$ cat config.mk
export PLATFORM = sky130hd
export DESIGN_NAME = banknote_serial_check_unit_flat
export DESIGN_NICKNAME = d
export VERILOG_FILES = /design/src/rtl/core/bsc_pkg.sv /design/src/rtl/core/bsc_in_if.sv /design/src/rtl/core/bsc_out_if.sv /design/src/rtl/core/bsc_in_stage.sv /design/src/rtl/core/bsc_core.sv /design/src/rtl/core/banknote_serial_check_unit.sv /design/src/flat_wrapper.sv
export VERILOG_INCLUDE_DIRS = /design/src /design/src/rtl/core
export SDC_FILE = /design/constraint.sdc
export NUM_CORES = 1
export LEC_CHECK = 0
export BUFFER_PORTS_ARGS = -buffer_cell sky130_fd_sc_hd__buf_2
export CORE_AREA = 5 5 75 77
export DETAILED_ROUTE_END_ITERATION = 6
export DIE_AREA = 0 0 80 82
export MAX_ROUTING_LAYER = met4
export PLACE_DENSITY = 0.7
export SYNTH_ARGS = -nofsm -noshare
export SYNTH_HDL_FRONTEND = slang
export SYNTH_HIERARCHICAL = 1
export SYNTH_SLANG_ARGS = --single-unit
$ cat constraint.sdc
create_clock -name clk -period 8.7 [get_ports clk]
set_clock_uncertainty 0.15 [all_clocks]
set_input_delay 0.435 -clock clk [delete_from_list [all_inputs] [get_ports clk]]
set_output_delay 0.435 -clock clk [all_outputs]
set_load 0.02 [all_outputs]
$ cat src/rtl/core/banknote_serial_check_unit_assert.svh
// assertion macros for the banknote serial check unit
`ifndef BANKNOTE_SERIAL_CHECK_UNIT_ASSERT_SVH
`define BANKNOTE_SERIAL_CHECK_UNIT_ASSERT_SVH

// same-cycle implication, checked outside reset
`define BSC_ASSERT_NOW(lbl, ante, cons, msg) \
  lbl: assert property (@(posedge clk) disable iff (!rst_n) (ante) |-> (cons)) \
    else $error(msg);

// next-cycle implication, checked outside reset
`define BSC_ASSERT_NEXT(lbl, ante, cons, msg) \
  lbl: assert property (@(posedge clk) disable iff (!rst_n) (ante) |=> (cons)) \
    else $error(msg);

`endif

$ cat src/rtl/core/bsc_pkg.sv
// shared types, constants, character and check-digit functions for the serial check unit
`timescale 1ns / 1ps
`default_nettype none

package bsc_pkg;

  localparam int unsigned CharW   = 8;
  localparam int unsigned SeriesW = 2;
  localparam int unsigned CountW  = 4;
  localparam int unsigned ResW    = 4;
  localparam int unsigned ValW    = 5;
  localparam int unsigned SumW    = 6;

  localparam logic [CharW-1:0] Char0 = 8'h30;
  localparam logic [CharW-1:0] Char9 = 8'h39;
  localparam logic [CharW-1:0] CharA = 8'h41;
  localparam logic [CharW-1:0] CharZ = 8'h5A;

  localparam logic [CountW-1:0] SerialLength = 4'd12;
  localparam logic [CountW-1:0] CountLimit   = 4'd13;
  localparam logic [CountW-1:0] LastSumPos   = 4'd10;
  localparam logic [CountW-1:0] CheckPos     = 4'd11;
  localparam logic [CountW-1:0] Pos0         = 4'd0;
  localparam logic [CountW-1:0] Pos1         = 4'd1;
  localparam logic [CountW-1:0] Pos3         = 4'd3;

  localparam logic [SumW-1:0] Mod9x1 = 6'd9;
  localparam logic [SumW-1:0] Mod9x2 = 6'd18;
  localparam logic [SumW-1:0] Mod9x3 = 6'd27;

  localparam logic [ResW-1:0] Base2002   = 4'd8;
  localparam logic [ResW-1:0] Base2013   = 4'd7;
  localparam logic [ResW-1:0] ResSeven   = 4'd7;
  localparam logic [ResW-1:0] ResEight   = 4'd8;
  localparam logic [ValW-1:0] ZeroSubst  = 5'd9;
  localparam logic [ValW-1:0] MinusSubst = 5'd8;

  typedef enum logic [SeriesW-1:0] {
    SERIES_INVALID = 2'd0,
    SERIES_2002    = 2'd1,
    SERIES_2013    = 2'd2
  } series_t;

  typedef struct packed {
    logic [CharW-1:0] char_code;
    logic             is_last;
  } item_t;

  typedef struct packed {
    logic  valid;
    item_t item;
  } stage_t;

  typedef struct packed {
    logic [SeriesW-1:0] series;
    logic               check_2002_ok;
    logic               check_2013_ok;
  } result_t;

  function automatic logic is_capital(input logic [CharW-1:0] c);
    return c inside {[CharA:CharZ]};
  endfunction

  function automatic logic [ValW-1:0] char_value(input logic [CharW-1:0] c);
    logic [CharW-1:0] d;
    d = '0;
    if (c inside {[Char0:Char9]}) begin
      d = c - Char0;
    end else if (c inside {[CharA:CharZ]}) begin
      d = c - CharA + 8'd1;
    end
    return d[ValW-1:0];
  endfunction

  // residue below 9 plus value below 27 stays below 36
  function automatic logic [ResW-1:0] add_mod9(input logic [ResW-1:0] r,
                                               input logic [ValW-1:0] v);
    logic [SumW-1:0] s;
    s = {2'b00, r} + {1'b0, v};
    if (s >= Mod9x3) begin
      s = s - Mod9x3;
    end else if (s >= Mod9x2) begin
      s = s - Mod9x2;
    end else if (s >= Mod9x1) begin
      s = s - Mod9x1;
    end
    return s[ResW-1:0];
  endfunction

  function automatic logic [ValW-1:0] expect_2002(input logic [ResW-1:0] r);
    logic [ResW-1:0] e;
    e = Base2002 - r;
    return (r == ResEight) ? ZeroSubst : {1'b0, e};
  endfunction

  function automatic logic [ValW-1:0] expect_2013(input logic [ResW-1:0] r);
    logic [ResW-1:0] e;
    e = Base2013 - r;
    if (r == ResSeven) begin
      return ZeroSubst;
    end else if (r == ResEight) begin
      return MinusSubst;
    end
    return {1'b0, e};
  endfunction

endpackage

`default_nettype wire

$ cat src/rtl/core/bsc_in_if.sv
// input channel: one serial character per item
`timescale 1ns / 1ps
`default_nettype none

interface bsc_in_if;
  logic                      valid;
  logic                      ready;
  logic [bsc_pkg::CharW-1:0] char_code;
  logic                      is_last;

  modport source (output valid, output char_code, output is_last, input ready);
  modport sink (input valid, input char_code, input is_last, output ready);
endinterface

`default_nettype wire

$ cat src/rtl/core/bsc_out_if.sv
// result channel: series and both check outcomes per item
`timescale 1ns / 1ps
`default_nettype none

interface bsc_out_if;
  logic                        valid;
  logic                        ready;
  logic [bsc_pkg::SeriesW-1:0] series;
  logic                        check_2002_ok;
  logic                        check_2013_ok;

  modport source (output valid, output series, output check_2002_ok,
                  output check_2013_ok, input ready);
  modport sink (input valid, input series, input check_2002_ok,
                input check_2013_ok, output ready);
endinterface

`default_nettype wire

$ cat src/rtl/core/bsc_in_stage.sv
// input register that captures one character item per cycle unless it is held full by a core stall
`timescale 1ns / 1ps
`default_nettype none

module bsc_in_stage (
  input  logic            clk,
  input  logic            rst_n,
  bsc_in_if.sink          in_ch,
  input  logic            core_ready,
  output bsc_pkg::stage_t s1
);
  import bsc_pkg::*;

  logic  valid_r;
  logic  valid_nxt;
  item_t item_r;
  logic  take;

  assign in_ch.ready = !valid_r || core_ready;
  assign take        = in_ch.valid && in_ch.ready;

  always_comb begin
    valid_nxt = valid_r;
    if (take) begin
      valid_nxt = 1'b1;
    end else if (core_ready) begin
      valid_nxt = 1'b0;
    end
  end

  always_ff @(posedge clk) begin
    if (!rst_n) begin
      valid_r <= 1'b0;
    end else begin
      valid_r <= valid_nxt;
    end
    if (take) begin
      item_r.char_code <= in_ch.char_code;
      item_r.is_last   <= in_ch.is_last;
    end
  end

  assign s1.valid = valid_r;
  assign s1.item  = item_r;

endmodule

`default_nettype wire

$ cat src/rtl/core/bsc_core.sv
// running serial state, series/check evaluation and result register
`timescale 1ns / 1ps
`default_nettype none

module bsc_core (
  input  logic            clk,
  input  logic            rst_n,
  input  bsc_pkg::stage_t s1,
  output logic            core_ready,
  bsc_out_if.source       out_ch
);
  import bsc_pkg::*;

  logic [CountW-1:0] pos_r, pos_nxt, pos_upd;
  logic [ResW-1:0]   res_r, res_nxt, res_upd;
  logic [2:0]        flags_r, flags_nxt, flags_upd;
  logic [ValW-1:0]   check_r, check_nxt, check_upd;
  logic              out_valid_r, out_valid_nxt;
  result_t           result_r, result_nxt;
  logic [ValW-1:0]   v;
  logic              letter;
  logic              take;
  series_t           series;

  assign core_ready = !out_valid_r || out_ch.ready;
  assign take       = s1.valid && core_ready;
  assign v          = char_value(s1.item.char_code);
  assign letter     = is_capital(s1.item.char_code);

  always_comb begin
    pos_upd   = pos_r;
    res_upd   = res_r;
    flags_upd = flags_r;
    check_upd = check_r;
    if (pos_r <= LastSumPos) begin
      res_upd = add_mod9(res_r, v);
    end
    if (letter && pos_r == Pos0) begin
      flags_upd[0] = 1'b1;
    end
    if (letter && pos_r == Pos1) begin
      flags_upd[1] = 1'b1;
    end
    if (letter && pos_r == Pos3) begin
      flags_upd[2] = 1'b1;
    end
    if (pos_r == CheckPos) begin
      check_upd = v;
    end
    if (pos_r < CountLimit) begin
      pos_upd = pos_r + 4'd1;
    end

    series = SERIES_INVALID;
    result_nxt.check_2002_ok = 1'b0;
    result_nxt.check_2013_ok = 1'b0;
    if (pos_upd == SerialLength) begin
      if (!flags_upd[0]) begin
        series = SERIES_INVALID;
      end else if (!flags_upd[1]) begin
        series = SERIES_2002;
      end else if (flags_upd[2]) begin
        series = SERIES_INVALID;
      end else begin
        series = SERIES_2013;
      end
      result_nxt.check_2002_ok = (expect_2002(res_upd) == check_upd);
      result_nxt.check_2013_ok = (expect_2013(res_upd) == check_upd);
    end
    result_nxt.series = series;

    // the last character of a serial clears the state for the next one
    if (s1.item.is_last) begin
      pos_nxt   = '0;
      res_nxt   = '0;
      flags_nxt = '0;
      check_nxt = '0;
    end else begin
      pos_nxt   = pos_upd;
      res_nxt   = res_upd;
      flags_nxt = flags_upd;
      check_nxt = check_upd;
    end

    out_valid_nxt = out_valid_r;
    if (take && s1.item.is_last) begin
      out_valid_nxt = 1'b1;
    end else if (out_ch.ready) begin
      out_valid_nxt = 1'b0;
    end
  end

  always_ff @(posedge clk) begin
    if (!rst_n) begin
      pos_r       <= '0;
      res_r       <= '0;
      flags_r     <= '0;
      check_r     <= '0;
      out_valid_r <= 1'b0;
    end else begin
      if (take) begin
        pos_r   <= pos_nxt;
        res_r   <= res_nxt;
        flags_r <= flags_nxt;
        check_r <= check_nxt;
      end
      out_valid_r <= out_valid_nxt;
    end
    if (take && s1.item.is_last) begin
      result_r <= result_nxt;
    end
  end

  assign out_ch.valid         = out_valid_r;
  assign out_ch.series        = result_r.series;
  assign out_ch.check_2002_ok = result_r.check_2002_ok;
  assign out_ch.check_2013_ok = result_r.check_2013_ok;

endmodule

`default_nettype wire

$ cat src/rtl/core/banknote_serial_check_unit.sv
// top level of the banknote serial number check unit
`timescale 1ns / 1ps
`default_nettype none
`include "banknote_serial_check_unit_assert.svh"

// Checks euro banknote serial numbers fed one ASCII character per item, with
// is_last set on the final character. A character is taken every cycle as long
// as the result side keeps up; only the last character of a serial produces a
// result item (series plus both check flags). A character passes an input
// register and then one update/evaluation step into the result register, which
// presents the result. Throughput is one character per cycle while the result
// side keeps up, as the mod-9 state update is combinational; a stalled result
// holds the pipe only once both registers are full.

module banknote_serial_check_unit (
  input  logic       clk,
  input  logic       rst_n,
  bsc_in_if.sink     in_ch,
  bsc_out_if.source  out_ch
);
  import bsc_pkg::*;

  stage_t s1;
  logic   core_ready;

  bsc_in_stage u_in_stage (
    .clk        (clk),
    .rst_n      (rst_n),
    .in_ch      (in_ch),
    .core_ready (core_ready),
    .s1         (s1)
  );

  bsc_core u_core (
    .clk        (clk),
    .rst_n      (rst_n),
    .s1         (s1),
    .core_ready (core_ready),
    .out_ch     (out_ch)
  );

  // a stalled input side means the input register holds an item
  `BSC_ASSERT_NOW(a_stall_has_item, !in_ch.ready, s1.valid, "input stall with empty stage")
  // a last character leaving the input stage always lands in the result register
  `BSC_ASSERT_NEXT(a_last_gives_result, s1.valid && s1.item.is_last && core_ready, out_ch.valid, "last item lost")
  // the two check rules never expect the same character value
  `BSC_ASSERT_NOW(a_checks_exclusive, out_ch.valid, !(out_ch.check_2002_ok && out_ch.check_2013_ok), "both checks pass")
  // the series code 3 is never produced
  `BSC_ASSERT_NOW(a_series_code, out_ch.valid, out_ch.series != 2'd3, "bad series code")

endmodule

`default_nettype wire

$ cat src/flat_wrapper.sv
// flat-port wrapper written by rule: the top's interface ports become plain ports
module banknote_serial_check_unit_flat import bsc_pkg::*;
  (clk, rst_n, in_ch_valid, in_ch_char_code, in_ch_is_last, in_ch_ready, out_ch_valid, out_ch_series, out_ch_check_2002_ok, out_ch_check_2013_ok, out_ch_ready);
  bsc_in_if in_ch_i ();
  bsc_out_if out_ch_i ();
  input  logic clk;
  input  logic rst_n;
  input wire logic [$bits(in_ch_i.valid)-1:0] in_ch_valid;
  input wire logic [$bits(in_ch_i.char_code)-1:0] in_ch_char_code;
  input wire logic [$bits(in_ch_i.is_last)-1:0] in_ch_is_last;
  output wire logic [$bits(in_ch_i.ready)-1:0] in_ch_ready;
  output wire logic [$bits(out_ch_i.valid)-1:0] out_ch_valid;
  output wire logic [$bits(out_ch_i.series)-1:0] out_ch_series;
  output wire logic [$bits(out_ch_i.check_2002_ok)-1:0] out_ch_check_2002_ok;
  output wire logic [$bits(out_ch_i.check_2013_ok)-1:0] out_ch_check_2013_ok;
  input wire logic [$bits(out_ch_i.ready)-1:0] out_ch_ready;
  assign in_ch_i.valid = in_ch_valid;
  assign in_ch_i.char_code = in_ch_char_code;
  assign in_ch_i.is_last = in_ch_is_last;
  assign in_ch_ready = in_ch_i.ready;
  assign out_ch_valid = out_ch_i.valid;
  assign out_ch_series = out_ch_i.series;
  assign out_ch_check_2002_ok = out_ch_i.check_2002_ok;
  assign out_ch_check_2013_ok = out_ch_i.check_2013_ok;
  assign out_ch_i.ready = out_ch_ready;
  banknote_serial_check_unit u_core (.clk(clk), .rst_n(rst_n), .in_ch(in_ch_i), .out_ch(out_ch_i));
endmodule
# Word-level counts from Yosys, hierarchy flattened
# Index checks and enable logic that the tools add are counted.
# word_totals
ff_bits,31
latchBits,0
ramBits,0
romBits,0
in_bits,13
out_inout_bits,6
mem_count,0
# op_classes
addsub,10
n_mul,0
div,0
magnitude_cmp,9
n_eq_ne,8
shift,0
muxes,29
n_bitwise,0
reduce_logical,17
# op_table
operator,n
two-way mux 5 bit,8
two-way mux 4 bit,8
"== test 4 bit, second input constant",3
">= comparator 6 x 5 -> 1 bit, second input constant",2
two-way mux 1 bit,11
">= comparator 8 x 6 -> 1 bit, second input constant",1
">= comparator 8 x 7 -> 1 bit, second input constant",1
"<= comparator 8 x 6 -> 1 bit, second input constant",1
"<= comparator 8 x 7 -> 1 bit, second input constant",1
logical AND 1 bit,8
"subtractor 4 bit, second input constant",2
adder 4 x 5 -> 6 bit,1
">= comparator 6 x 4 -> 1 bit, second input constant",1
"adder 5 x 1 -> 5 bit, second input constant",1
== test 4 x 5 -> 1 bit,1
== test 5 bit,1
"subtractor 5 x 1 -> 5 bit, second input constant",1
"subtractor 5 bit, second input constant",1
"adder 4 x 1 -> 4 bit, second input constant",1
"== test 4 x 1 -> 1 bit, second input constant",1
"== test 4 x 2 -> 1 bit, second input constant",1
"== test 4 x 3 -> 1 bit, second input constant",1
"<= comparator 4 bit, second input constant",1
logical NOT 4 bit,1
11 further kinds,14

# Logic depth before layout (Yosys ltp)
# Gate-level depths: netlist of the first run.
# depth
depth_word,17
ltp_mapped,20
mapped_depth_nobuf,20

# Hierarchy
# The synthesis of the first run kept the hierarchy.
# by_module_without_submodules
module,n_inst,cells_each,area_per_inst_um2
bsc_core,1,271,2225.9
bsc_in_stage,1,15,335.3

# Worst setup path before layout of the first run
# Ideal clock, no wire load.
# synth_timing
path_kind,flip-flop to flip-flop
startpoint,register u_core.u_in_stage.item_r (netlist bit u_core/u_in_stage/s1[2])
endpoint,register u_core.u_core.result_r (netlist bit u_core/u_core/out_ch.check_2013_ok) (data pin)
setup_ps,158
arrival_ps,4372
path_slack_ps,4020
stages_incl_launch_ff,20
period_less_slack_ps,4680
path_cell_list,edfxtp_1 > a21o_4 > nand3_1 > nand3_1 > a21oi_1 > and2_1 > ha_1 > inv_1 > fa_1 > xnor2_1 > inv_1 > ha_1 > a21boi_0 > or4_4 > o211ai_2 > a211oi_2 > nor3_4 > o21bai_2 > mux2_4 > a211oi_2
# synth_between
elab_chain_cells,17
elab_cells_between_ends,33
# synth_rtl
element,line,text
from (decl),bsc_in_stage.sv:16,item_t item_r;
"subtractor 5 x 1 -> 5 bit, or another cell as far along",bsc_pkg.sv:70,d = c - CharA + 8'd1;
adder 5 x 1 -> 5 bit or logical AND 1 bit (tied branches),"bsc_pkg.sv:70, bsc_pkg.sv:69",
two-way mux 5 bit,bsc_pkg.sv:69,end else if (c inside {[CharA:CharZ]}) begin
two-way mux 5 bit (*),bsc_pkg.sv:67,if (c inside {[Char0:Char9]}) begin
adder 4 x 5 -> 6 bit,bsc_pkg.sv:79,"s = {2'b00, r} + {1'b0, v};"
>= comparator 6 x 4 -> 1 bit or subtractor 4 bit (tied branches),"bsc_pkg.sv:84, bsc_pkg.sv:85",
two-way mux 4 bit,bsc_pkg.sv:84,end else if (s >= Mod9x1) begin
two-way mux 4 bit,bsc_pkg.sv:82,end else if (s >= Mod9x2) begin
two-way mux 4 bit,bsc_pkg.sv:80,if (s >= Mod9x3) begin
two-way mux 4 bit,bsc_core.sv:35,if (pos_r <= LastSumPos) begin
== test 4 bit,bsc_pkg.sv:101,end else if (r == ResEight) begin
two-way mux 1 bit,bsc_pkg.sv:101,
two-way mux 1 bit,bsc_pkg.sv:99,if (r == ResSeven) begin
two-way mux 1 bit,bsc_core.sv:57,if (pos_upd == SerialLength) begin
two-way mux 5 bit,bsc_pkg.sv:104,"return {1'b0, e};"
two-way mux 5 bit,bsc_core.sv:57,
== test 5 bit (*),bsc_core.sv:68,result_nxt.check_2013_ok = (expect_2013(res_upd) == check_upd);
to (signal assigned),bsc_core.sv:110,result_r <= result_nxt;
to (decl),bsc_core.sv:19,"result_t result_r, result_nxt;"
# Every way passes the cells marked *; elsewhere a longest branch is shown, timed or not. The select of a mux whose other input is x is not followed.
# A chain may end at the register's enable or synchronous reset.

# Worst setup path in the final report of the first run
# layout_timing
startpoint,register u_core.u_in_stage.item_r (netlist bit u_core/u_in_stage/s1[3])
endpoint,register u_core.u_core.result_r (netlist bit u_core/u_core/out_ch.check_2002_ok) (data pin)
# layout_between
elab_chain_cells,13
elab_cells_between_ends,27
# layout_rtl
element,line,text
"subtractor 5 x 1 -> 5 bit, or another cell as far along",bsc_pkg.sv:70,
adder 5 x 1 -> 5 bit or logical AND 1 bit (tied branches),"bsc_pkg.sv:70, bsc_pkg.sv:69",
two-way mux 5 bit,bsc_pkg.sv:69,
two-way mux 5 bit (*),bsc_pkg.sv:67,
adder 4 x 5 -> 6 bit,bsc_pkg.sv:79,
>= comparator 6 x 4 -> 1 bit or subtractor 4 bit (tied branches),"bsc_pkg.sv:84, bsc_pkg.sv:85",
two-way mux 4 bit,bsc_pkg.sv:84,
two-way mux 4 bit,bsc_pkg.sv:82,
two-way mux 4 bit,bsc_pkg.sv:80,
two-way mux 4 bit,bsc_core.sv:35,
subtractor 4 bit or == test 4 bit (tied branches),"bsc_pkg.sv:92, bsc_pkg.sv:93",
two-way mux 4 bit,bsc_pkg.sv:93,"return (r == ResEight) ? ZeroSubst : {1'b0, e};"
== test 4 x 5 -> 1 bit (*),bsc_core.sv:67,result_nxt.check_2002_ok = (expect_2002(res_upd) == check_upd);
# Every way passes the cells marked *; elsewhere a longest branch is shown, timed or not.

==> metrics.txt, run 1 <==
# TYPE chip_impl_metric gauge
chip_impl_info{name="result_of_the_run",value="complete, no violations"} 1
chip_impl_metric{name="final.hold.worst_slack",unit="ns"} 0.181
chip_impl_info{name="end_of_the_worst_register_to_register_path",value="u_core/u_core/out_ch.check_2002_ok"} 1
chip_impl_metric{name="die_x",unit="um"} 80
chip_impl_info{name="cts_root_buf",value="sky130_fd_sc_hd__clkbuf_8"} 1
chip_impl_metric{name="share_of_the_synthesized_area_in_compound_gates_ao_oa_aoi_oai",unit=""} 0.241
chip_impl_metric{name="dr_wl_met3",unit="um"} 224
chip_impl_metric{name="post-route-util",unit=""} 0.552
chip_impl_metric{name="worst_r2r_path_depth",unit=""} 19
chip_impl_metric{name="max_slew.worst_pin.slew",unit="ns"} 0.800
chip_impl_metric{name="ys_seq_elements",unit=""} 31
chip_impl_metric{name="cts_made_buffers",unit=""} 5
chip_impl_metric{name="fillCellCount",unit=""} 454
chip_impl_info{name="hp-class",value="in2reg"} 1
chip_impl_metric{name="length_of_the_first_detailed_routing_pass_in_iterations",unit=""} 4
chip_impl_metric{name="proportion_of_power_drawn_by_flip_flops_and_latches",unit=""} 0.506
chip_impl_metric{name="power_density",unit="mW/mm^2"} 116
chip_impl_metric{name="final_net_count",unit=""} 330
chip_impl_info{name="largest_family_of_logic_cells_by_synthesized_area",value="simple AND/OR/NAND/NOR gates"} 1
chip_impl_metric{name="post_synth_instance_area",unit="mm^2"} 0.00256
chip_impl_metric{name="cp.arrival",unit="ns"} 5.13
chip_impl_info{name="tritoncts",value="built"} 1
chip_impl_metric{name="fp.dieH",unit="um"} 82
chip_impl_info{name="timing_worst_setup_path_type",value="reg2reg"} 1
chip_impl_metric{name="intPower",unit="uW"} 232
chip_impl_metric{name="grt_usage",unit=""} 0.195
chip_impl_metric{name="cts_resized",unit=""} 0
chip_impl_metric{name="synth-edff-count",unit=""} 13
chip_impl_metric{name="globalplace.congestion",unit=""} 0.965
chip_impl_metric{name="antenna_violations_before_repair",unit=""} 0
chip_impl_metric{name="synth.yosys.seq_area_share",unit=""} 0.293
chip_impl_metric{name="count_of_hold_fix_buffers_inserted_at_cts",unit=""} 0
chip_impl_metric{name="comb_power_share",unit=""} 0.159
chip_impl_metric{name="areaGrowthSynthToFinish",unit="%"} 6.55
chip_impl_metric{name="worstSkewPairLatency",unit="ns"} 0.28
chip_impl_metric{name="yosys.cell_types.count",unit=""} 71
chip_impl_metric{name="cts.repair_timing.setup_buffer_count",unit=""} 0
chip_impl_metric{name="finalSetupTns",unit="ns"} 0
chip_impl_metric{name="final_design_area_no_fill",unit="mm^2"} 0.00273
chip_impl_metric{name="clkSinkCount",unit=""} 31
chip_impl_metric{name="post-synth-top-area-fraction",unit=""} 0.152
chip_impl_metric{name="synth_simple_gate_area_share",unit=""} 0.257
chip_impl_metric{name="vias",unit=""} 2205
chip_impl_metric{name="power.leakage",unit="nW"} 1.01
chip_impl_info{name="yosys.cell_count.top_type",value="sky130_fd_sc_hd__nor2_1"} 1
chip_impl_metric{name="post-layout-total-power",unit="uW"} 316
chip_impl_metric{name="grt_pass1_wl",unit="um"} 9850
chip_impl_metric{name="met1Wirelength",unit="um"} 2570
chip_impl_metric{name="setup_viol_count_final",unit=""} 0
chip_impl_metric{name="cts.clk_slew.worst_paths",unit="ns"} 0.07
chip_impl_metric{name="timing.slew.headroom",unit=""} 0.451
chip_impl_metric{name="clock_power_share",unit=""} 0.335
chip_impl_metric{name="core_region_area",unit="mm^2"} 0.00494
chip_impl_info{name="ys_dominant_reg_cell",value="sky130_fd_sc_hd__dfxtp_1"} 1
chip_impl_metric{name="count_of_yosys_warnings_during_synthesis",unit=""} 6
chip_impl_metric{name="final_antenna_net_count",unit=""} 0
chip_impl_info{name="whs_endpoint",value="u_core/u_in_stage/s1[3]"} 1
chip_impl_metric{name="hold_path_depth",unit=""} 1
chip_impl_metric{name="area_of_the_die",unit="mm^2"} 0.00656
chip_impl_info{name="hp-start",value="in_ch_char_code[2]"} 1
chip_impl_metric{name="clk_path_buf_depth",unit=""} 2
chip_impl_metric{name="viasPerCell",unit=""} 5.96
chip_impl_metric{name="cts_htree_levels",unit=""} 2
chip_impl_info{name="top_signal_layer_used",value="met4"} 1
chip_impl_metric{name="drcViolationCount",unit=""} 0
chip_impl_metric{name="finalWorstPathRequiredPeriod",unit="ns"} 5.19
chip_impl_info{name="synth_top_area_cell",value="sky130_fd_sc_hd__edfxtp_1"} 1
chip_impl_metric{name="route.detailed.wl_per_inst",unit="um"} 15.3
chip_impl_metric{name="postRouteWirelength",unit="um"} 5670
chip_impl_info{name="netlist_top_cells_count",value="23 x sky130_fd_sc_hd__nor2_1, 18 x sky130_fd_sc_hd__dfxtp_1, 18 x sky130_fd_sc_hd__nand2_1"} 1
chip_impl_metric{name="antenna-diode-count",unit=""} 0
chip_impl_metric{name="finalCritPeriodShare",unit=""} 0.596
chip_impl_metric{name="fp-row-count",unit=""} 26
chip_impl_metric{name="r2r_slack",unit="ns"} 3.51
chip_impl_metric{name="worst_ir_drop_vdd",unit="V"} 0.0000965
chip_impl_metric{name="wl_met2",unit="um"} 2760
chip_impl_metric{name="synth_async_sr_flop_share",unit=""} 0
chip_impl_metric{name="synth_cells",unit=""} 286
chip_impl_metric{name="place_area",unit="mm^2"} 0.00265
chip_impl_metric{name="final-instance-count-excl-fill",unit=""} 370
chip_impl_metric{name="data_required_time_at_the_worst_endpoint",unit="ns"} 8.64
chip_impl_metric{name="postSynthNetCount",unit=""} 317
chip_impl_metric{name="synth_xor_area_frac",unit=""} 0.0274
chip_impl_metric{name="post_synth_mux_area_share",unit=""} 0.0376
chip_impl_metric{name="port_buffers",unit=""} 18
chip_impl_metric{name="grt-ovfl-total",unit=""} 0
chip_impl_info{name="regToRegStartpoint",value="u_core/u_in_stage/s1[3]"} 1
chip_impl_metric{name="dr.first_iter.drc_count",unit=""} 149
chip_impl_metric{name="dpl.cell_count",unit=""} 362
chip_impl_metric{name="avgSynthCellArea",unit="um^2"} 8.96
chip_impl_metric{name="peak_freq",unit="MHz"} 193
chip_impl_info{name="yosys-top-cells-area",value="sky130_fd_sc_hd__edfxtp_1 15%, sky130_fd_sc_hd__dfxtp_1 14%, sky130_fd_sc_hd__ha_1 8.3%"} 1
chip_impl_metric{name="maximum_net_fanout_on_the_critical_path",unit=""} 7
chip_impl_metric{name="io-pin-count",unit=""} 19
chip_impl_metric{name="initial_core_util",unit=""} 0.518
chip_impl_metric{name="final-hold-violation-count",unit=""} 0
chip_impl_metric{name="worst_slack",unit="ns"} 3.51
chip_impl_info{name="crit_path_end_kind",value="register"} 1
chip_impl_metric{name="grt_pass1_vias",unit=""} 2108
chip_impl_metric{name="power_switching",unit="uW"} 84.0
chip_impl_metric{name="cap_viol_max_count",unit=""} 0
chip_impl_metric{name="power.share.switching",unit=""} 0.266
chip_impl_metric{name="largest_net_degree_at_the_start_of_global_routing",unit=""} 17
chip_impl_metric{name="place_worst_setup_slack",unit="ns"} 3.54
chip_impl_metric{name="hpwlAfterDp",unit="um"} 4270
chip_impl_metric{name="timing.final.max_slew_violations",unit=""} 0
chip_impl_info{name="setup.worst_path.start_class",value="register"} 1
chip_impl_metric{name="synth_fa_ha_area_frac",unit=""} 0.0909
chip_impl_metric{name="drive_above_1_share",unit=""} 0.160
chip_impl_info{name="unrepaired_setup_endpoints_after_global_routing",value="false"} 1
worst max-delay path by stage:
stage | startpoint | to | slack, ns | cells after the start
6_report | u_core/u_in_stage/s1[3] | u_core/u_core/out_ch.check_2002_ok | 3.51 | 19
5_1_grt | u_core/u_in_stage/s1[1] | u_core/u_core/out_ch.check_2002_ok | 3.07 | 19
4_1_cts | u_core/u_in_stage/s1[1] | u_core/u_core/out_ch.check_2002_ok | 3.53 | 19
3_5_place_dp | u_core/u_in_stage/s1[1] | u_core/u_core/out_ch.check_2002_ok | 3.54 | 19
3_3_place_gp | u_core/u_in_stage/s1[3] | u_core/u_core/out_ch.check_2002_ok | 3.69 | 19
2_1_floorplan | u_core/u_in_stage/s1[2] | u_core/u_core/out_ch.check_2013_ok | 4.02 | 19
kinds of logic after synthesis:
family | after synthesis
AO/OA/AOI/OAI | 82
flip-flops | 31
multiplexers | 9
buffers and inverters | 24
AND/OR/NAND/NOR | 114
adder cells (fa/ha/maj) | 18
XOR/XNOR | 8
registers in the layout (all words and copies together) (netlist names):
name and cells:
u_core/u_in_stage/s1 9, u_core/u_core/check_r 5, u_core/u_core/pos_r 4, u_core/u_core/res_r 4, u_core/u_core/flags_r 3, u_core/u_core/out_ch.series 2, u_core/u_core/out_ch.check_2002_ok 1, u_core/u_core/out_ch.check_2013_ok 1
u_core/u_core/out_ch.valid 1, u_core/u_in_stage/valid_r 1
power groups by stage:
stage,Sequential (mW),Clock (mW),Combinational [mW]
floorplan,0.162,0,0.0386
global placement,0.163,0,0.0498
detailed placement,0.163,0,0.0499
CTS,0.160,0.111,0.0501
global route,0.160,0.117,0.0565
finish,0.160,0.106,0.0503
layout by cell type, fill, tap and decap left out, types with 2 or more instances in the layout:
cell / n
sky130_fd_sc_hd__nor3b_1: 2
sky130_fd_sc_hd__nand2b_1: 2
sky130_fd_sc_hd__or3_2: 2
sky130_fd_sc_hd__o211ai_1: 4
sky130_fd_sc_hd__nand4_1: 2
sky130_fd_sc_hd__or3_1: 2
sky130_fd_sc_hd__buf_2: 18
sky130_fd_sc_hd__a21boi_0: 4
sky130_fd_sc_hd__nand4bb_1: 2
sky130_fd_sc_hd__a211oi_1: 3
sky130_fd_sc_hd__a2111oi_0: 2
sky130_fd_sc_hd__nand3_1: 11
sky130_fd_sc_hd__a211oi_2: 3
sky130_fd_sc_hd__nor2_1: 23
sky130_fd_sc_hd__a22oi_1: 6
sky130_fd_sc_hd__o21bai_1: 2
sky130_fd_sc_hd__xnor2_1: 6
sky130_fd_sc_hd__mux2i_1: 7
sky130_fd_sc_hd__edfxtp_1: 13
sky130_fd_sc_hd__nor3_1: 8
sky130_fd_sc_hd__o21a_1: 2
sky130_fd_sc_hd__o211a_1: 2
sky130_fd_sc_hd__and2_1: 7
sky130_fd_sc_hd__nand4b_1: 2
sky130_fd_sc_hd__a21oi_1: 14
sky130_fd_sc_hd__inv_1: 12
sky130_fd_sc_hd__and3_1: 2
sky130_fd_sc_hd__nor4b_1: 3
sky130_fd_sc_hd__clkbuf_1: 2
sky130_fd_sc_hd__nor2b_1: 16
sky130_fd_sc_hd__a32oi_1: 2
sky130_fd_sc_hd__clkbuf_8: 5
sky130_fd_sc_hd__a31oi_1: 7
sky130_fd_sc_hd__dfxtp_1: 18
sky130_fd_sc_hd__o21ai_0: 14
sky130_fd_sc_hd__ha_1: 17
sky130_fd_sc_hd__xor2_1: 2
sky130_fd_sc_hd__nand2_1: 18
area by class of cell:
cell class	instances	area, um^2	share of cell area
Multi-Input combinational cell	231	1670	0.613
Sequential cell	31	751	0.275
Timing Repair Buffer	18	90.1	0.0330
Tap cell	70	87.6	0.0321
Clock buffer	7	76.3	0.0280
Inverter	12	45.0	0.0165
Clock inverter	1	5.00	0.00183
critical path: stages, from the launching register on:
cell                       delay [ns]
sky130_fd_sc_hd__edfxtp_1        0.46
sky130_fd_sc_hd__a21o_4          0.23
sky130_fd_sc_hd__nand3_1         0.10
sky130_fd_sc_hd__nand3_1         0.08
sky130_fd_sc_hd__a21oi_1         0.26
sky130_fd_sc_hd__and2_1          0.20
sky130_fd_sc_hd__ha_1            0.23
sky130_fd_sc_hd__inv_1           0.08
sky130_fd_sc_hd__fa_1            0.44
sky130_fd_sc_hd__xnor2_1         0.48
sky130_fd_sc_hd__inv_1           0.20
sky130_fd_sc_hd__ha_1            0.25
sky130_fd_sc_hd__a21boi_0        0.14
sky130_fd_sc_hd__or4_4           0.50
sky130_fd_sc_hd__o211ai_2        0.10
sky130_fd_sc_hd__a211oi_2        0.12
sky130_fd_sc_hd__nor3_4          0.35
sky130_fd_sc_hd__mux2i_1         0.23
sky130_fd_sc_hd__nand3_1         0.09
sky130_fd_sc_hd__a221oi_1        0.32
metal layers:
layer / GRT usage / vias up
met5: - / -
met4: 0.0760 / 0
met3: 0.0296 / 10
met2: 0.331 / 54
met1: 0.232 / 1052
li1: - / 1089
Power figures use the tool's default switching activity.
==> run 2, diff against run 1 <==
Settings changed: ABC_AREA set to 1, CORE_AREA 5 5 75 77 to 5 5 72 74, DIE_AREA 0 0 80 82 to 0 0 77 79, PLACE_DENSITY 0.7 to 0.72.
Clock period 8.7 ns to 4.35 ns, I/O delays scaled along.
==> metrics.txt, run 2 <==
# TYPE chip_impl_metric gauge
chip_impl_metric{name="postSynthNetCount",unit=""} 356
chip_impl_metric{name="avgSynthCellArea",unit="um^2"} 7.17
chip_impl_metric{name="power_density",unit="mW/mm^2"} 246
chip_impl_info{name="most_used_cells_in_the_layout_excluding_fill_and_tap_cells",value="88 x sky130_fd_sc_hd__nand2_1, 45 x sky130_fd_sc_hd__inv_1, 24 x sky130_fd_sc_hd__nor2_1"} 1
chip_impl_metric{name="die_x",unit="um"} 77
chip_impl_info{name="yosys.cell_count.top_type",value="sky130_fd_sc_hd__nand2_1"} 1
chip_impl_metric{name="final_net_count",unit=""} 393
chip_impl_metric{name="finalCritPeriodShare",unit=""} 0.949
chip_impl_info{name="cts_root_buf",value="sky130_fd_sc_hd__clkbuf_8"} 1
chip_impl_metric{name="core_region_area",unit="mm^2"} 0.00454
chip_impl_metric{name="fp-row-count",unit=""} 25
chip_impl_metric{name="clk_path_buf_depth",unit=""} 2
chip_impl_metric{name="worstSkewPairLatency",unit="ns"} 0.27
chip_impl_info{name="final_common_cell",value="sky130_fd_sc_hd__nand2_1"} 1
chip_impl_metric{name="area_of_the_die",unit="mm^2"} 0.00608
chip_impl_metric{name="dr.first_iter.drc_count",unit=""} 100
chip_impl_metric{name="worst_ir_drop_vdd",unit="V"} 0.000259
chip_impl_metric{name="drcViolationCount",unit=""} 0
chip_impl_info{name="tritoncts",value="built"} 1
chip_impl_metric{name="areaGrowthSynthToFinish",unit="%"} 16.5
chip_impl_metric{name="finalWorstPathRequiredPeriod",unit="ns"} 4.13
chip_impl_metric{name="cts_made_buffers",unit=""} 5
chip_impl_metric{name="post-synth-top-area-fraction",unit=""} 0.168
chip_impl_metric{name="grt_pass1_wl",unit="um"} 9100
chip_impl_metric{name="final_antenna_net_count",unit=""} 0
chip_impl_metric{name="clkSinkCount",unit=""} 31
chip_impl_metric{name="vias",unit=""} 2113
chip_impl_metric{name="length_of_the_first_detailed_routing_pass_in_iterations",unit=""} 4
chip_impl_metric{name="hpwlAfterDp",unit="um"} 3980
chip_impl_metric{name="largest_net_degree_at_the_start_of_global_routing",unit=""} 19
chip_impl_metric{name="yosys.cell_types.count",unit=""} 40
chip_impl_metric{name="ys_seq_elements",unit=""} 31
chip_impl_metric{name="grt_usage",unit=""} 0.188
chip_impl_metric{name="globalplace.congestion",unit=""} 0.914
chip_impl_info{name="synth_top_area_cell",value="sky130_fd_sc_hd__edfxtp_1"} 1
chip_impl_info{name="result_of_the_run",value="complete, no violations"} 1
chip_impl_metric{name="synth_cells",unit=""} 325
chip_impl_metric{name="synth_async_sr_flop_share",unit=""} 0
chip_impl_info{name="yosys-top-cells-area",value="sky130_fd_sc_hd__edfxtp_1 17%, sky130_fd_sc_hd__dfxtp_1 15%, sky130_fd_sc_hd__nand2_1 14%"} 1
chip_impl_metric{name="cts.clk_slew.worst_paths",unit="ns"} 0.06
chip_impl_metric{name="fillCellCount",unit=""} 392
chip_impl_metric{name="route.detailed.wl_per_inst",unit="um"} 12.9
chip_impl_metric{name="final-hold-violation-count",unit=""} 0
chip_impl_metric{name="post-layout-total-power",unit="uW"} 669
chip_impl_info{name="timing_worst_setup_path_type",value="reg2reg"} 1
chip_impl_metric{name="synth-edff-count",unit=""} 13
chip_impl_info{name="ys_dominant_reg_cell",value="sky130_fd_sc_hd__dfxtp_1"} 1
chip_impl_metric{name="cts_htree_levels",unit=""} 2
chip_impl_metric{name="data_required_time_at_the_worst_endpoint",unit="ns"} 4.23
chip_impl_info{name="setup.worst_path.start_class",value="register"} 1
chip_impl_info{name="hp-start",value="rst_n"} 1
chip_impl_metric{name="power.leakage",unit="nW"} 1.25
chip_impl_metric{name="largest_register_ff_count",unit=""} 9
chip_impl_metric{name="count_of_yosys_warnings_during_synthesis",unit=""} 6
chip_impl_info{name="regToRegStartpoint",value="u_core/u_in_stage/s1[3]"} 1
chip_impl_metric{name="place_worst_setup_slack",unit="ns"} 0.119
chip_impl_metric{name="drive_above_1_share",unit=""} 0.204
chip_impl_info{name="crit_path_end_kind",value="register"} 1
chip_impl_info{name="hp-class",value="in2reg"} 1
chip_impl_metric{name="finalSetupTns",unit="ns"} 0
chip_impl_metric{name="maximum_net_fanout_on_the_critical_path",unit=""} 5
chip_impl_metric{name="postRouteWirelength",unit="um"} 5360
chip_impl_metric{name="peak_freq",unit="MHz"} 242
chip_impl_metric{name="antenna_violations_before_repair",unit=""} 0
chip_impl_metric{name="post_synth_instance_area",unit="mm^2"} 0.00233
chip_impl_metric{name="timing.final.max_slew_violations",unit=""} 0
chip_impl_info{name="launching_instance_or_port_of_the_critical_path",value="u_core/u_in_stage/s1[3]"} 1
chip_impl_metric{name="timing.slew.headroom",unit=""} 0.414
chip_impl_metric{name="viasPerCell",unit=""} 5.07
chip_impl_metric{name="grt_pass1_vias",unit=""} 2158
chip_impl_metric{name="synth.yosys.seq_area_share",unit=""} 0.322
chip_impl_metric{name="antenna-diode-count",unit=""} 0
chip_impl_metric{name="port_buffers",unit=""} 18
chip_impl_metric{name="grt-ovfl-total",unit=""} 0
chip_impl_metric{name="setup_viol_count_final",unit=""} 0
chip_impl_metric{name="initial_core_util",unit=""} 0.514
chip_impl_metric{name="io-pin-count",unit=""} 19
chip_impl_metric{name="cap_viol_max_count",unit=""} 0
chip_impl_metric{name="max_slew.worst_pin.slew",unit="ns"} 0.876
chip_impl_metric{name="fp.dieH",unit="um"} 79
chip_impl_info{name="netlist_top_cells_count",value="89 x sky130_fd_sc_hd__nand2_1, 46 x sky130_fd_sc_hd__inv_1, 27 x sky130_fd_sc_hd__nor2_1"} 1
chip_impl_metric{name="worst_slack",unit="ns"} 0.220
chip_impl_metric{name="cp.arrival",unit="ns"} 4.01
==> run 2: timing repair <==
item                       4_1_cts  5_1_grt
gates resized for setup          0        7
setup buffers                    0        6
hold endpoints to repair         9        0
setup endpoints to repair        0        2
hold buffers                     9        0
==> run 2: through the flow <==
stage | std cells | cell area [um^2] | utilization | hold WS (ns)
2_1_floorplan | 325 | 2330 | - | 0.166
6_report | 417 | 2720 | 0.599 | 0.0645
4_1_cts | 411 | 2650 | 0.585 | 0.0523
3_3_place_gp | 394 | 2480 | 0.547 | 0.243
3_5_place_dp | 394 | 2480 | 0.547 | 0.246
5_1_grt | 417 | 2720 | 0.599 | 0.0819
==> run 2: final timing paths <==
| check | to | slack [ns] | depth (start not counted) |
|---|---|---|---|
| worst max-delay path | u_core/u_core/out_ch.check_2013_ok | 0.22 | 25 |
| worst min-delay path | u_core/u_in_stage/valid_r | 0.06 | 3 |
| worst max register to register | u_core/u_core/out_ch.check_2013_ok | 0.22 | 25 |
| worst min register to register | u_core/u_core/check_r[0] | 0.32 | 2 |
==> run 2: routing by layer <==
layer / GRT usage / routed length [um] / part of all wire
met1: 0.198 / 2220 / 0.41
met2: 0.353 / 2840 / 0.53
met3: 0.0272 / 204 / 0.038
met4: 0.0704 / 100 / 0.019
met5: - / 0 / 0
==> run 2: area by class of cell <==
cell class                      count  area [um^2]  share of cell area
Clock buffer                        7         76.3              0.0281
Clock inverter                      1         5.00             0.00184
Inverter                           53          199              0.0733
Multi-Input combinational cell    236         1380               0.507
Sequential cell                    31          751               0.276
Tap cell                           54         67.6              0.0249
Timing Repair Buffer               35          240              0.0885
==> run 2: critical path, stage by stage (launching register included) <==
cell	delay, ns
sky130_fd_sc_hd__edfxtp_1	0.48
sky130_fd_sc_hd__o21ai_2	0.20
sky130_fd_sc_hd__nor2_1	0.09
sky130_fd_sc_hd__nor2_2	0.12
sky130_fd_sc_hd__inv_1	0.08
sky130_fd_sc_hd__nand2_1	0.07
sky130_fd_sc_hd__inv_1	0.07
sky130_fd_sc_hd__nor2_2	0.10
sky130_fd_sc_hd__ha_1	0.17
sky130_fd_sc_hd__inv_1	0.05
sky130_fd_sc_hd__fa_1	0.52
sky130_fd_sc_hd__buf_4	0.15
sky130_fd_sc_hd__ha_1	0.18
sky130_fd_sc_hd__nand2_1	0.07
sky130_fd_sc_hd__nor2_2	0.09
sky130_fd_sc_hd__nor2_2	0.05
sky130_fd_sc_hd__nor2_4	0.13
sky130_fd_sc_hd__nand3_1	0.10
sky130_fd_sc_hd__nand3_2	0.09
sky130_fd_sc_hd__nand2_2	0.06
sky130_fd_sc_hd__a21oi_4	0.23
sky130_fd_sc_hd__nand3_2	0.12
sky130_fd_sc_hd__or2_0	0.21
sky130_fd_sc_hd__nand2_1	0.08
sky130_fd_sc_hd__xor2_1	0.14
sky130_fd_sc_hd__nor2_1	0.06
==> run 2: logic make-up after synthesis <==
logic type	after synthesis	synth area share
adder cells (fa/ha/maj)	18	0.0999
AND/OR/NAND/NOR	166	0.326
buffers and inverters	58	0.0951
AO/OA/AOI/OAI	41	0.112
XOR/XNOR	11	0.0446
flip-flops	31	0.322
==> run 2: power by group <==
part           internal [mW]  switching (mW)  leakage [nW]
Clock                  0.112           0.101        0.0422
Sequential             0.312         0.00725         0.269
Combinational         0.0547          0.0819         0.942
Total                  0.479           0.190          1.25
